--- src/hw/rtl/umd_pkg.sv ---
// umd_pkg: shared types and constants for the unsigned multiply/divide unit
// no dependencies; imported by umd_ctrl, umd_datapath, unsigned_mul_div_unit and the test bench

package umd_pkg;

  localparam int DATA_WIDTH_DEF = 64;
  localparam int OPCODE_W       = 2;

  typedef enum logic [OPCODE_W-1:0] {
    OP_MUL = 2'd0,
    OP_DIV = 2'd1,
    OP_REM = 2'd2
  } op_t;

  typedef enum logic [1:0] {
    ST_IDLE,
    ST_RUN,
    ST_DONE
  } state_t;

  // sequencer controls for the datapath
  typedef struct packed {
    logic load;
    logic step;
  } ctl_t;

endpackage

--- src/hw/rtl/umd_ctrl.sv ---
// umd_ctrl: sequencer that runs one bit step of the shared adder per cycle
// depends on umd_pkg

module umd_ctrl #(
  parameter int DATA_WIDTH = umd_pkg::DATA_WIDTH_DEF
) (
  input  logic          clk,
  input  logic          rst_n,
  input  logic          in_valid,
  input  logic          slot_free,
  output logic          in_ready,
  output logic          capture,
  output umd_pkg::ctl_t ctl
);
  import umd_pkg::*;

  localparam int CNT_W = $clog2(DATA_WIDTH);
  localparam logic [CNT_W-1:0] CNT_LAST = CNT_W'(DATA_WIDTH - 1);

  state_t           state_r, state_nxt;
  logic [CNT_W-1:0] cnt_r, cnt_nxt;

  always_ff @(posedge clk) begin
    if (!rst_n) begin
      state_r <= ST_IDLE;
      cnt_r   <= '0;
    end else begin
      state_r <= state_nxt;
      cnt_r   <= cnt_nxt;
    end
  end

  always_comb begin
    state_nxt = state_r;
    cnt_nxt   = cnt_r;
    case (state_r)
      ST_IDLE: begin
        if (in_valid) begin
          state_nxt = ST_RUN;
          cnt_nxt   = '0;
        end
      end
      ST_RUN: begin
        if (cnt_r == CNT_LAST) begin
          state_nxt = ST_DONE;
        end else begin
          cnt_nxt = cnt_r + 1'b1;
        end
      end
      ST_DONE: begin
        if (slot_free) begin
          state_nxt = ST_IDLE;
        end
      end
      default: begin
        state_nxt = ST_IDLE;
      end
    endcase
  end

  always_comb begin
    in_ready = 1'b0;
    capture  = 1'b0;
    ctl      = '0;
    case (state_r)
      ST_IDLE: begin
        in_ready = 1'b1;
        ctl.load = in_valid;
      end
      ST_RUN: begin
        ctl.step = 1'b1;
      end
      ST_DONE: begin
        capture = slot_free;
      end
      default: begin
        in_ready = 1'b0;
      end
    endcase
  end

`ifndef NO_ASSERTIONS
  a_load_starts: assert property (@(posedge clk) disable iff (!rst_n)
    ctl.load |=> (state_r == ST_RUN) && (cnt_r == '0))
    else $error("load did not start a run at bit zero");

  a_cnt_advances: assert property (@(posedge clk) disable iff (!rst_n)
    (state_r == ST_RUN) && (cnt_r != CNT_LAST) |=>
      (state_r == ST_RUN) && (cnt_r == $past(cnt_r) + 1'b1))
    else $error("bit counter skipped or run ended early");

  a_run_ends: assert property (@(posedge clk) disable iff (!rst_n)
    (state_r == ST_RUN) && (cnt_r == CNT_LAST) |=> (state_r == ST_DONE))
    else $error("run did not finish after the last bit");

  a_capture_idle: assert property (@(posedge clk) disable iff (!rst_n)
    capture |=> (state_r == ST_IDLE))
    else $error("sequencer not idle after result capture");
`endif

endmodule

--- src/hw/rtl/umd_datapath.sv ---
// umd_datapath: operand, accumulator and quotient registers around one shared adder
// depends on umd_pkg

module umd_datapath #(
  parameter int DATA_WIDTH = umd_pkg::DATA_WIDTH_DEF
) (
  input  logic                          clk,
  input  umd_pkg::ctl_t                 ctl,
  input  logic [umd_pkg::OPCODE_W-1:0]  in_opcode,
  input  logic [DATA_WIDTH-1:0]         in_operand_a,
  input  logic [DATA_WIDTH-1:0]         in_operand_b,
  output logic [DATA_WIDTH-1:0]         result
);
  import umd_pkg::*;

  op_t                  op_r;
  logic [DATA_WIDTH-1:0] a_r, a_nxt;     // multiplicand or dividend bits
  logic [DATA_WIDTH-1:0] b_r, b_nxt;     // multiplier or divisor
  logic [DATA_WIDTH-1:0] acc_r, acc_nxt; // product or partial remainder
  logic [DATA_WIDTH-1:0] q_r, q_nxt;
  logic                  started_r, started_nxt;

  logic [DATA_WIDTH-1:0] add_x, add_y;
  logic                  add_cin;
  logic [DATA_WIDTH:0]   add_sum;

  logic                  in_bit, carry, started, take;
  logic [DATA_WIDTH-1:0] shifted;

  // shared adder: add for multiply, subtract for divide
  assign add_sum = {1'b0, add_x} + {1'b0, add_y} + {{DATA_WIDTH{1'b0}}, add_cin};

  assign in_bit  = a_r[DATA_WIDTH-1];
  assign carry   = acc_r[DATA_WIDTH-1];
  assign shifted = {acc_r[DATA_WIDTH-2:0], in_bit};
  assign started = started_r | in_bit;
  // carry out of shifted - b means shifted >= b
  assign take    = carry | add_sum[DATA_WIDTH];

  always_comb begin
    add_x       = acc_r;
    add_y       = b_r[0] ? a_r : '0;
    add_cin     = 1'b0;
    a_nxt       = a_r;
    b_nxt       = b_r;
    acc_nxt     = acc_r;
    q_nxt       = q_r;
    started_nxt = started_r;
    if (op_r == OP_MUL) begin
      a_nxt   = a_r << 1;
      b_nxt   = b_r >> 1;
      acc_nxt = add_sum[DATA_WIDTH-1:0];
    end else begin
      add_x       = shifted;
      add_y       = ~b_r;
      add_cin     = 1'b1;
      a_nxt       = a_r << 1;
      acc_nxt     = take ? add_sum[DATA_WIDTH-1:0] : shifted;
      // leading zeros of the dividend give no quotient bits
      q_nxt       = {q_r[DATA_WIDTH-2:0], take & started};
      started_nxt = started;
    end
  end

  always_ff @(posedge clk) begin
    if (ctl.load) begin
      op_r      <= op_t'(in_opcode);
      a_r       <= in_operand_a;
      b_r       <= in_operand_b;
      acc_r     <= '0;
      q_r       <= '0;
      started_r <= 1'b0;
    end else if (ctl.step) begin
      a_r       <= a_nxt;
      b_r       <= b_nxt;
      acc_r     <= acc_nxt;
      q_r       <= q_nxt;
      started_r <= started_nxt;
    end
  end

  always_comb begin
    case (op_r)
      OP_MUL:  result = acc_r;
      OP_DIV:  result = q_r;
      OP_REM:  result = acc_r;
      default: result = '0;
    endcase
  end

endmodule

--- src/hw/rtl/unsigned_mul_div_unit.sv ---
// unsigned_mul_div_unit: top level, sequencer + datapath + output register
// depends on umd_pkg, umd_ctrl, umd_datapath
//
//   channel  ports                                      direction
//   in       in_valid/in_ready, in_opcode,              into block
//            in_operand_a, in_operand_b
//   out      out_valid/out_ready, out_result_value      out of block
//
// after acceptance the sequencer steps through ST_RUN, one operand bit per cycle
// through the shared adder, then in ST_DONE writes the output register and sets out_valid
// a new transaction is taken only once the previous result has left ST_DONE;
// in_ready is low while a transaction is in the adder loop
// a result waiting in the output register does not block acceptance; a
// finished result waits in the sequencer only if that register is still full
// reset clears the sequencer and out_valid

module unsigned_mul_div_unit #(
  parameter int DATA_WIDTH = umd_pkg::DATA_WIDTH_DEF
) (
  input  logic                          clk,
  input  logic                          rst_n,
  input  logic                          in_valid,
  output logic                          in_ready,
  input  logic [umd_pkg::OPCODE_W-1:0]  in_opcode,
  input  logic [DATA_WIDTH-1:0]         in_operand_a,
  input  logic [DATA_WIDTH-1:0]         in_operand_b,
  output logic                          out_valid,
  input  logic                          out_ready,
  output logic [DATA_WIDTH-1:0]         out_result_value
);
  import umd_pkg::*;

  ctl_t                  ctl;
  logic                  capture;
  logic                  slot_free;
  logic [DATA_WIDTH-1:0] result;

  logic                  out_valid_r, out_valid_nxt;
  logic [DATA_WIDTH-1:0] out_result_r;

  assign slot_free = !out_valid_r || out_ready;

  umd_ctrl #(
    .DATA_WIDTH (DATA_WIDTH)
  ) u_ctrl (
    .clk       (clk),
    .rst_n     (rst_n),
    .in_valid  (in_valid),
    .slot_free (slot_free),
    .in_ready  (in_ready),
    .capture   (capture),
    .ctl       (ctl)
  );

  umd_datapath #(
    .DATA_WIDTH (DATA_WIDTH)
  ) u_datapath (
    .clk          (clk),
    .ctl          (ctl),
    .in_opcode    (in_opcode),
    .in_operand_a (in_operand_a),
    .in_operand_b (in_operand_b),
    .result       (result)
  );

  always_comb begin
    out_valid_nxt = out_valid_r;
    if (capture) begin
      out_valid_nxt = 1'b1;
    end else if (out_ready) begin
      out_valid_nxt = 1'b0;
    end
  end

  always_ff @(posedge clk) begin
    if (!rst_n) begin
      out_valid_r <= 1'b0;
    end else begin
      out_valid_r <= out_valid_nxt;
    end
  end

  always_ff @(posedge clk) begin
    if (capture) begin
      out_result_r <= result;
    end
  end

  assign out_valid        = out_valid_r;
  assign out_result_value = out_result_r;

endmodule

--- config.mk ---
export PLATFORM = sky130hd
export DESIGN_NAME = unsigned_mul_div_unit
export DESIGN_NICKNAME = d
export VERILOG_FILES = /design/src/hw/rtl/umd_pkg.sv /design/src/hw/rtl/umd_ctrl.sv /design/src/hw/rtl/umd_datapath.sv /design/src/hw/rtl/unsigned_mul_div_unit.sv
export SDC_FILE = /design/constraint.sdc
export NUM_CORES = 1
export LEC_CHECK = 0
export BUFFER_PORTS_ARGS = -buffer_cell sky130_fd_sc_hd__buf_2
export CAP_MARGIN = 20
export CORE_ASPECT_RATIO = 1.2
export CORE_UTILIZATION = 35
export DETAILED_ROUTE_END_ITERATION = 7
export GPL_ROUTABILITY_DRIVEN = 0
export PLACE_DENSITY = 0.6
export SYNTH_ARGS = -nofsm -noshare
export SYNTH_HDL_FRONTEND = slang
export SYNTH_SLANG_ARGS = --single-unit
--- constraint.sdc ---
create_clock -name clk -period 7.8 [get_ports clk]
set_clock_uncertainty 0.2 [all_clocks]
set_input_delay 1.17 -clock clk [delete_from_list [all_inputs] [get_ports clk]]
set_output_delay 1.17 -clock clk [all_outputs]
set_load 0.01 [all_outputs]
==> summary.txt, run 1 <==
Critical path
  – Critical Path Sink Type: flop
  – Startpoint type of the worst setup path: flop
  – Worst setup path category: reg2reg
  – Worst-path cell chain: or2_4 -> buf_4 -> a21oi_1 -> ha_1 -> a21oi_1 -> o21ai_1 -> a221oi_2 -> o21ai_1 -> a221o_1 -> a211oi_2 -> and3_4 -> and2_4 -> buf_4 -> nor2_1 -> a21oi_1 -> o22ai_1
  – Worst path most repeated cell: sky130_fd_sc_hd__a21oi_1
  – Number of cells on the worst reg-to-reg path: 16
  – Data required time of the worst path: 7.97 ns
  – Standard cell with the maximum stage delay on the critical path: sky130_fd_sc_hd__edfxtp_1
  – Arrival @ worst endpoint: 6.14 ns
  – Maximum fanout encountered on the critical timing path: 71
  – Maximum cell stage delay along the critical path: 0.94 ns

Die
  – Effective utilization at floorplan: 0.355
  – Area of the die: 54400 µm²
  – Die Y-Extent: 255 µm
  – Number of rows created at floorplan: 92
  – Placeable Area: 52700 µm²
  – Number of I/O pins: 200
  – Horizontal die dimension: 213 µm

STA
  – Slew Viols, Final: 0
  – Final total negative setup slack: 0 ns
  – Setup repair after global routing missed its margin: no
  – Fraction of the cycle the final worst path needs: 0.766
  – Fin crit period: 5.97 ns
  – Worst slew slack as a fraction of its limit: 0.403
  – Worst slew pin tran: 0.896 ns
  – Number of setup violations in the final report: 0
  – Final hold violation count: 0
  – Maximum frequency from static timing analysis: 167 MHz

Route
  – First-pass iteration count of the detailed router: 7
  – Via-per-instance ratio: 5.31
  – Total length of routed met2 wires: 23600 µm
  – Routed wire length on met3: 2930 µm
  – Total via count in the routed design: 16500
  – Total Wirelength: 54300 µm
  – Iteration-0 DRC Markers: 1617
  – Count of nets left with antenna violations after detail routing: 0
  – Top routing layer used: met4
  – DR WL/cell: 17.5 µm
  – Wire length on met1: 26500 µm
  – DRC Markers: 0

Finish
  – Post-synthesis to final-layout area growth: 13.7%
  – Most frequent cells in the layout: sky130_fd_sc_hd__nand2_1, sky130_fd_sc_hd__a21oi_1, sky130_fd_sc_hd__buf_2
  – Fill cell total of the finished layout: 5428
  – Number of cells in the finished layout apart from fillers: 3107
  – Number of antenna cells inserted: 0
  – Fraction of final layout cells with drive strength greater than 1: 0.126
  – Most common cell after layout, fill and taps aside: sky130_fd_sc_hd__nand2_1
  – Final-stage net count: 2577

Clocking
  – Post-cts hold buffer count: 0
  – PostCTS Resize Cnt: 0
  – Clock latency on the worst-skew pair: 0.53 ns
  – CTS tree: done
  – Clock buffers created by TritonCTS: 34
  – Setup Fix Bufs, Post-CTS: 0
  – Clock transition at the registers of the reported paths: 0.07 ns
  – CTS root buf: sky130_fd_sc_hd__clkbuf_16
  – Maximum number of buffers from clock root to sink: 3
  – CTS H-tree lvls: 2
  – Total clock sinks: 332

GRT
  – Total track usage: 0.196
  – Number of global-route vias before repair: 15500
  – Pin count of the biggest net entering global routing: 129
  – Total gr overflow: 0
  – Global-route wire length before repair: 85200 µm
  – Antenna violations before repair: 0

Yosys
  – Number of different library cells in the post-synthesis netlist: 64
  – Area share of xor/xnor cells in the synthesized design: 0.0276
  – Dominant combinational cell family by area after synthesis: compound AO/OA/AOI/OAI gates
  – Post-synthesis area per instance: 8.20 µm²
  – Proportion of synthesized chip area in sequential cells: 0.459
  – Number of synthesized flops with an enable pin: 194
  – Post-Syn Area: 18700 µm²
  – FF+latch count, synth: 332
  – FFs w/ async S/R, synth: 0
  – Share of synthesized cell area in full adder, half adder and majority cells: 0.0445
  – Share of synthesized cell area in and, or, nand and nor gates: 0.205
  – Yosys Warn Count: 0
  – Share of the synthesized area in compound gates (AO/OA/AOI/OAI): 0.212
  – Multiplexer share of the synthesized area: 0.00114
  – Syn nets: 2482
  – Top flip-flop cell by instance count after synthesis: sky130_fd_sc_hd__edfxtp_1
  – Cells after synthesis: 2282

Pwr
  – Pwr dens: 321 nW/µm²
  – Leakage: 8.59 nW
  – Worst vdd ir: 0.144 mV

Min path
  – Min-delay worst type: reg2reg
  – Hold Crit Depth: 2

Placement
  – Instance count after placement with tap cells included: 3045
  – Sum of net half-perimeters after detailed placement: 39700 µm
  – Buffers on Ports: 199

Run status
  – Run status: finished clean

Job
  – Max-capacitance violation count: 0
## logic make-up (layout without fill, tap and decap cells)
kind of cell | count (synthesis) | after routing
and+or+nand+nor | 895 | 895
adders and majority gates | 66 | 66
buffers and inverters | 237 | 357
DFF | 332 | 332
xor gates and xnor gates | 59 | 59
muxes | 2 | 2
AOI/OAI and AO/OA | 691 | 691
## routing by layer
layer | vias to the layer above | global-route usage
met5 | - | 0
met4 | 0 | 0.0550
met3 | 81 | 0.0198
met2 | 556 | 0.290
met1 | 7717 | 0.299
li1 | 8156 | -
## where the power goes
| group | leakage [nW] | internal (mW) | switching, mW |
|---|---|---|---|
| Sequential | 3.00 | 2.18 | 0.186 |
| Clock | 0.525 | 0.900 | 0.713 |
| Combinational | 5.07 | 1.02 | 1.82 |
## flip-flops by register name (all words and copies together), names as in the netlist
| register | count |
|---|---|
| u_datapath.b_r | 64 |
| u_datapath.started_r | 1 |
| out_valid | 1 |
| u_ctrl.state_r | 2 |
| u_datapath.a_r | 64 |
| u_datapath.q_r | 64 |
| u_datapath.op_r | 2 |
| out_result_value | 64 |
| u_datapath.acc_r | 64 |
| u_ctrl.cnt_r | 6 |
## critical path, delay by kind of cell, from the launching register on
family,cells,cell delay [ns]
AOI/OAI and AO/OA,9,1.66
adders and majority gates,1,0.27
buffers and inverters,2,1.01
DFF,1,0.94
and+or+nand+nor,4,1.66
## layout make-up
type | instances | area, µm² | share of cell area
flip-flops and latches | 332 | 8590 | 0.404
inverters | 75 | 289 | 0.0136
clock buffers | 41 | 938 | 0.0441
multi-input cells | 1713 | 9240 | 0.434
repair buffers | 221 | 1190 | 0.0558
well taps | 705 | 882 | 0.0415
clock inverters | 20 | 154 | 0.00723
## stage by stage
stage	hold WS [ns]	utilization	instance area (µm²)	power (mW)	setup WS [ns]
detailed placement	0.254	0.382	20200	5.19	1.87
finish	0.262	0.404	21300	6.83	1.83
floorplan	0.232	-	18700	4.49	1.25
CTS	0.262	0.403	21300	6.81	1.86
global placement	0.244	0.382	20200	5.15	2.07
global route	0.290	0.404	21300	7.26	1.37
## worst paths after layout
kind	startpoint	to	slack (ns)
worst max-delay path	u_datapath.op_r[1]	u_datapath.acc_r[11]	1.83
worst min register to register	u_datapath.q_r[63]	u_datapath.q_r[63]	0.26
worst min-delay path	u_datapath.q_r[63]	u_datapath.q_r[63]	0.26
worst max register to register	u_datapath.op_r[1]	u_datapath.acc_r[11]	1.83
## cells in the mapped netlist, types with 9 or more instances
master | number | area, µm²
sky130_fd_sc_hd__a21o_1 | 43 | 323
sky130_fd_sc_hd__a21oi_1 | 294 | 1470
sky130_fd_sc_hd__a31oi_1 | 11 | 68.8
sky130_fd_sc_hd__a32oi_1 | 14 | 123
sky130_fd_sc_hd__and3_1 | 18 | 113
sky130_fd_sc_hd__buf_1 | 9 | 33.8
sky130_fd_sc_hd__buf_2 | 10 | 50.1
sky130_fd_sc_hd__clkbuf_1 | 135 | 507
sky130_fd_sc_hd__dfxtp_1 | 138 | 2760
sky130_fd_sc_hd__edfxtp_1 | 194 | 5830
sky130_fd_sc_hd__ha_1 | 65 | 813
sky130_fd_sc_hd__inv_1 | 75 | 282
sky130_fd_sc_hd__nand2_1 | 642 | 2410
sky130_fd_sc_hd__nand3_1 | 23 | 115
sky130_fd_sc_hd__nand3b_1 | 64 | 480
sky130_fd_sc_hd__nand4_1 | 18 | 113
sky130_fd_sc_hd__nor2_1 | 80 | 300
sky130_fd_sc_hd__nor2b_1 | 11 | 68.8
sky130_fd_sc_hd__nor3_1 | 11 | 55.1
sky130_fd_sc_hd__o21a_1 | 10 | 75.1
sky130_fd_sc_hd__o21ai_0 | 172 | 861
sky130_fd_sc_hd__o21ai_1 | 39 | 195
sky130_fd_sc_hd__o21bai_1 | 11 | 82.6
sky130_fd_sc_hd__o22ai_1 | 42 | 263
sky130_fd_sc_hd__xnor2_1 | 32 | 280
sky130_fd_sc_hd__xor2_1 | 27 | 236
No activity file was read; power rests on OpenSTA's default activity.
==> run 2: changes to the inputs <==
PLACE_DENSITY = 0.62   (was 0.6)
clock period = 5 ns   (was 7.8 ns; I/O delays follow)
==> summary.txt, run 2 (synthesized netlist as in run 1, its figures left out) <==
Route
  – DR WL/cell: 17.5 µm (+0.26%)
  – Via-per-instance ratio: 5.30 (-0.28%)
  – DRC Markers: 0 (unchanged)
  – Iteration-0 DRC Markers: 1584 (-2.0%)
  – First-pass iteration count of the detailed router: 5 (-2)
  – Count of nets left with antenna violations after detail routing: 0 (unchanged)
  – Total via count in the routed design: 16600 (+0.27%)
  – Total length of routed met2 wires: 23400 µm (-0.65%)
  – Routed wire length on met3: 3060 µm (+4.6%)
  – Total Wirelength: 54800 µm (+0.81%)
  – Wire length on met1: 27100 µm (+2.2%)
  – Top routing layer used: met4

Min path
  – Hold path startpoint: u_datapath.q_r[63]
  – Hold worst-path end: u_datapath.q_r[63]
  – Min-delay worst type: reg2reg
  – Hold Crit Depth: 2 (unchanged)

Critical path
  – Maximum cell stage delay along the critical path: 0.45 ns (-0.49 ns)
  – Maximum fanout encountered on the critical timing path: 57 (-20%)
  – Reg2Reg Capture Point: u_datapath.acc_r[62]
  – Standard cell with the maximum stage delay on the critical path: sky130_fd_sc_hd__edfxtp_1
  – Worst-case register-to-register setup slack: 0.37 ns (-1.46 ns)
  – Arrival @ worst endpoint: 4.89 ns (-1.25 ns)
  – Launch point of the worst reg-to-reg path: u_datapath.op_r[1]
  – Worst setup path category: reg2reg
  – Number of cells on the worst reg-to-reg path: 17 (+1)
  – Startpoint type of the worst setup path: flop
  – Critical Path Sink Type: flop
  – Worst-path cell chain: or2_4 -> buf_12 -> o21ai_0 -> inv_1 -> fa_1 -> nor2b_1 -> o311ai_1 -> a211oi_2 -> a21bo_2 -> a31o_2 -> a31oi_1 -> buf_4 -> o31ai_1 -> a21o_1 -> nand4_1 -> mux2_1 -> o221ai_1
  – Data required time of the worst path: 5.26 ns (-2.71 ns)

GRT
  – Total track usage: 0.198 (+0.00260)
  – Antenna violations before repair: 0 (unchanged)
  – Total gr overflow: 0 (unchanged)
  – Pin count of the biggest net entering global routing: 83 (-36%)
  – Number of global-route vias before repair: 15500 (+0.0064%)
  – Global-route wire length before repair: 86400 µm (+1.5%)

Clocking
  – Clock latency on the worst-skew pair: 0.55 ns (+0.02 ns)
  – Maximum number of buffers from clock root to sink: 3 (unchanged)
  – PostCTS Resize Cnt: 0 (unchanged)
  – CTS tree: done
  – CTS H-tree lvls: 2 (unchanged)
  – CTS root buf: sky130_fd_sc_hd__clkbuf_16
  – Post-cts hold buffer count: 0 (unchanged)
  – Setup Fix Bufs, Post-CTS: 0 (unchanged)
  – Clock transition at the registers of the reported paths: 0.06 ns (about the same)
  – Total clock sinks: 332 (unchanged)
  – Clock buffers created by TritonCTS: 35 (+2.9%)

STA
  – Final hold violation count: 0 (unchanged)
  – Number of setup violations in the final report: 0 (unchanged)
  – Worst slew pin tran: 0.886 ns (-0.00941 ns)
  – Setup repair after global routing missed its margin: no
  – Final total negative setup slack: 0 ns (unchanged)
  – Fin crit period: 4.63 ns (-1.34 ns)
  – Fraction of the cycle the final worst path needs: 0.926 (+0.161)
  – Slew Viols, Final: 0 (unchanged)
  – Worst slew slack as a fraction of its limit: 0.409 (+0.00627)
  – Maximum frequency from static timing analysis: 216 MHz (+29%)
  – Post-layout worst setup margin: 0.369 ns (-1.46 ns)

Run status
  – Run status: finished clean

Placement
  – Buffers on Ports: 199 (unchanged)
  – DP Area: 20400 µm² (+1.0%)
  – Sum of net half-perimeters after detailed placement: 40200 µm (+1.3%)
  – Dpl ws: 0.406 ns (-1.46 ns)

Die
  – Effective utilization at floorplan: 0.355 (unchanged)
  – Horizontal die dimension: 213 µm (unchanged)
  – Number of I/O pins: 200 (unchanged)
  – Die Y-Extent: 255 µm (unchanged)
  – Number of rows created at floorplan: 92 (unchanged)
  – Placeable Area: 52700 µm² (unchanged)
  – Area of the die: 54400 µm² (unchanged)

Finish
  – Fill cell total of the finished layout: 5361 (-1.2%)
  – Final instance area: 21500 µm² (+1.2%)
  – Final-stage net count: 2595 (+0.70%)
  – Fraction of final layout cells with drive strength greater than 1: 0.129 (+0.00284)
  – Post-synthesis to final-layout area growth: 15.1%
  – Number of antenna cells inserted: 0 (unchanged)
  – Most frequent cells in the layout: sky130_fd_sc_hd__nand2_1, sky130_fd_sc_hd__a21oi_1, sky130_fd_sc_hd__buf_2
  – Most common cell after layout, fill and taps aside: sky130_fd_sc_hd__nand2_1

Pwr
  – Leakage: 8.73 nW (+1.6%)
  – Pwr dens: 510 nW/µm² (+59%)
  – Total Power Consumption: 11.0 mW (+61%)
  – Worst vdd ir: 0.210 mV (+46%)

Job
  – Max-capacitance violation count: 0 (unchanged)
==> run 2: cell types whose count changed in the layout (fill, tap and decap cells not counted), moves of 2 or more <==
| cell | change |
|---|---|
| sky130_fd_sc_hd__buf_4 | +12 |
| sky130_fd_sc_hd__clkbuf_1 | +9 |
| sky130_fd_sc_hd__clkinv_2 | -6 |
| sky130_fd_sc_hd__buf_12 | +5 |
| sky130_fd_sc_hd__clkinv_4 | -4 |
| sky130_fd_sc_hd__bufinv_16 | +2 |
| sky130_fd_sc_hd__clkbuf_16 | +2 |
| sky130_fd_sc_hd__clkinvlp_4 | -2 |
==> run 2: layout make-up <==
| cell class | count | area [µm²] | area share |
|---|---|---|---|
| Tap cell | 705 | 882 | 0.0410 |
| Multi-Input combinational cell | 1713 | 9240 | 0.429 |
| Clock buffer | 52 | 1020 | 0.0475 |
| Inverter | 75 | 289 | 0.0134 |
| Timing Repair Buffer | 238 | 1380 | 0.0639 |
| Sequential cell | 332 | 8590 | 0.399 |
| Clock inverter | 9 | 141 | 0.00657 |
==> run 2: critical path: cells and delay by family (launching register included) <==
| kind | cells | cell delay (ns) |
|---|---|---|
| fa+ha+maj | 1 | 0.43 |
| buf+inv | 3 | 0.45 |
| simple gates | 3 | 0.72 |
| mux | 1 | 0.33 |
| flops | 1 | 0.45 |
| compound gates | 9 | 1.97 |
==> run 2: where the power goes <==
| group | total, mW | switching, mW | leakage (nW) | internal [mW] |
|---|---|---|---|---|
| logic | 4.63 | 2.94 | 5.17 | 1.69 |
| registers | 3.68 | 0.283 | 3.00 | 3.40 |
| clock network | 2.68 | 1.10 | 0.554 | 1.58 |
==> run 2: layer usage <==
layer | global-route usage | vias up
met1 | 0.303 | 7743
met3 | 0.0231 | 71
met2 | 0.294 | 550
li1 | - | 8190
met4 | 0.0486 | 0
met5 | 0 | -
==> run 2: stage by stage <==
| step | hold WS (ns) | std cells | utilization |
|---|---|---|---|
| final | 0.263 | 3124 | 0.408 |
| after floorplan | 0.232 | 2282 | - |
| after CTS | 0.245 | 3124 | 0.408 |
| after global placement | 0.247 | 3062 | 0.386 |
| after detailed placement | 0.257 | 3063 | 0.386 |
| after global routing | 0.269 | 3124 | 0.408 |
==> run 2: worst max-delay path by stage <==
stage                       startpoint                   end
floorplan           u_datapath.op_r[1]     u_datapath.b_r[0]
CTS                 u_datapath.op_r[1]  u_datapath.acc_r[49]
finish              u_datapath.op_r[1]  u_datapath.acc_r[62]
global route        u_datapath.op_r[1]  u_datapath.acc_r[62]
detailed placement  u_datapath.op_r[1]  u_datapath.acc_r[49]
global placement    u_datapath.op_r[1]  u_datapath.acc_r[62]
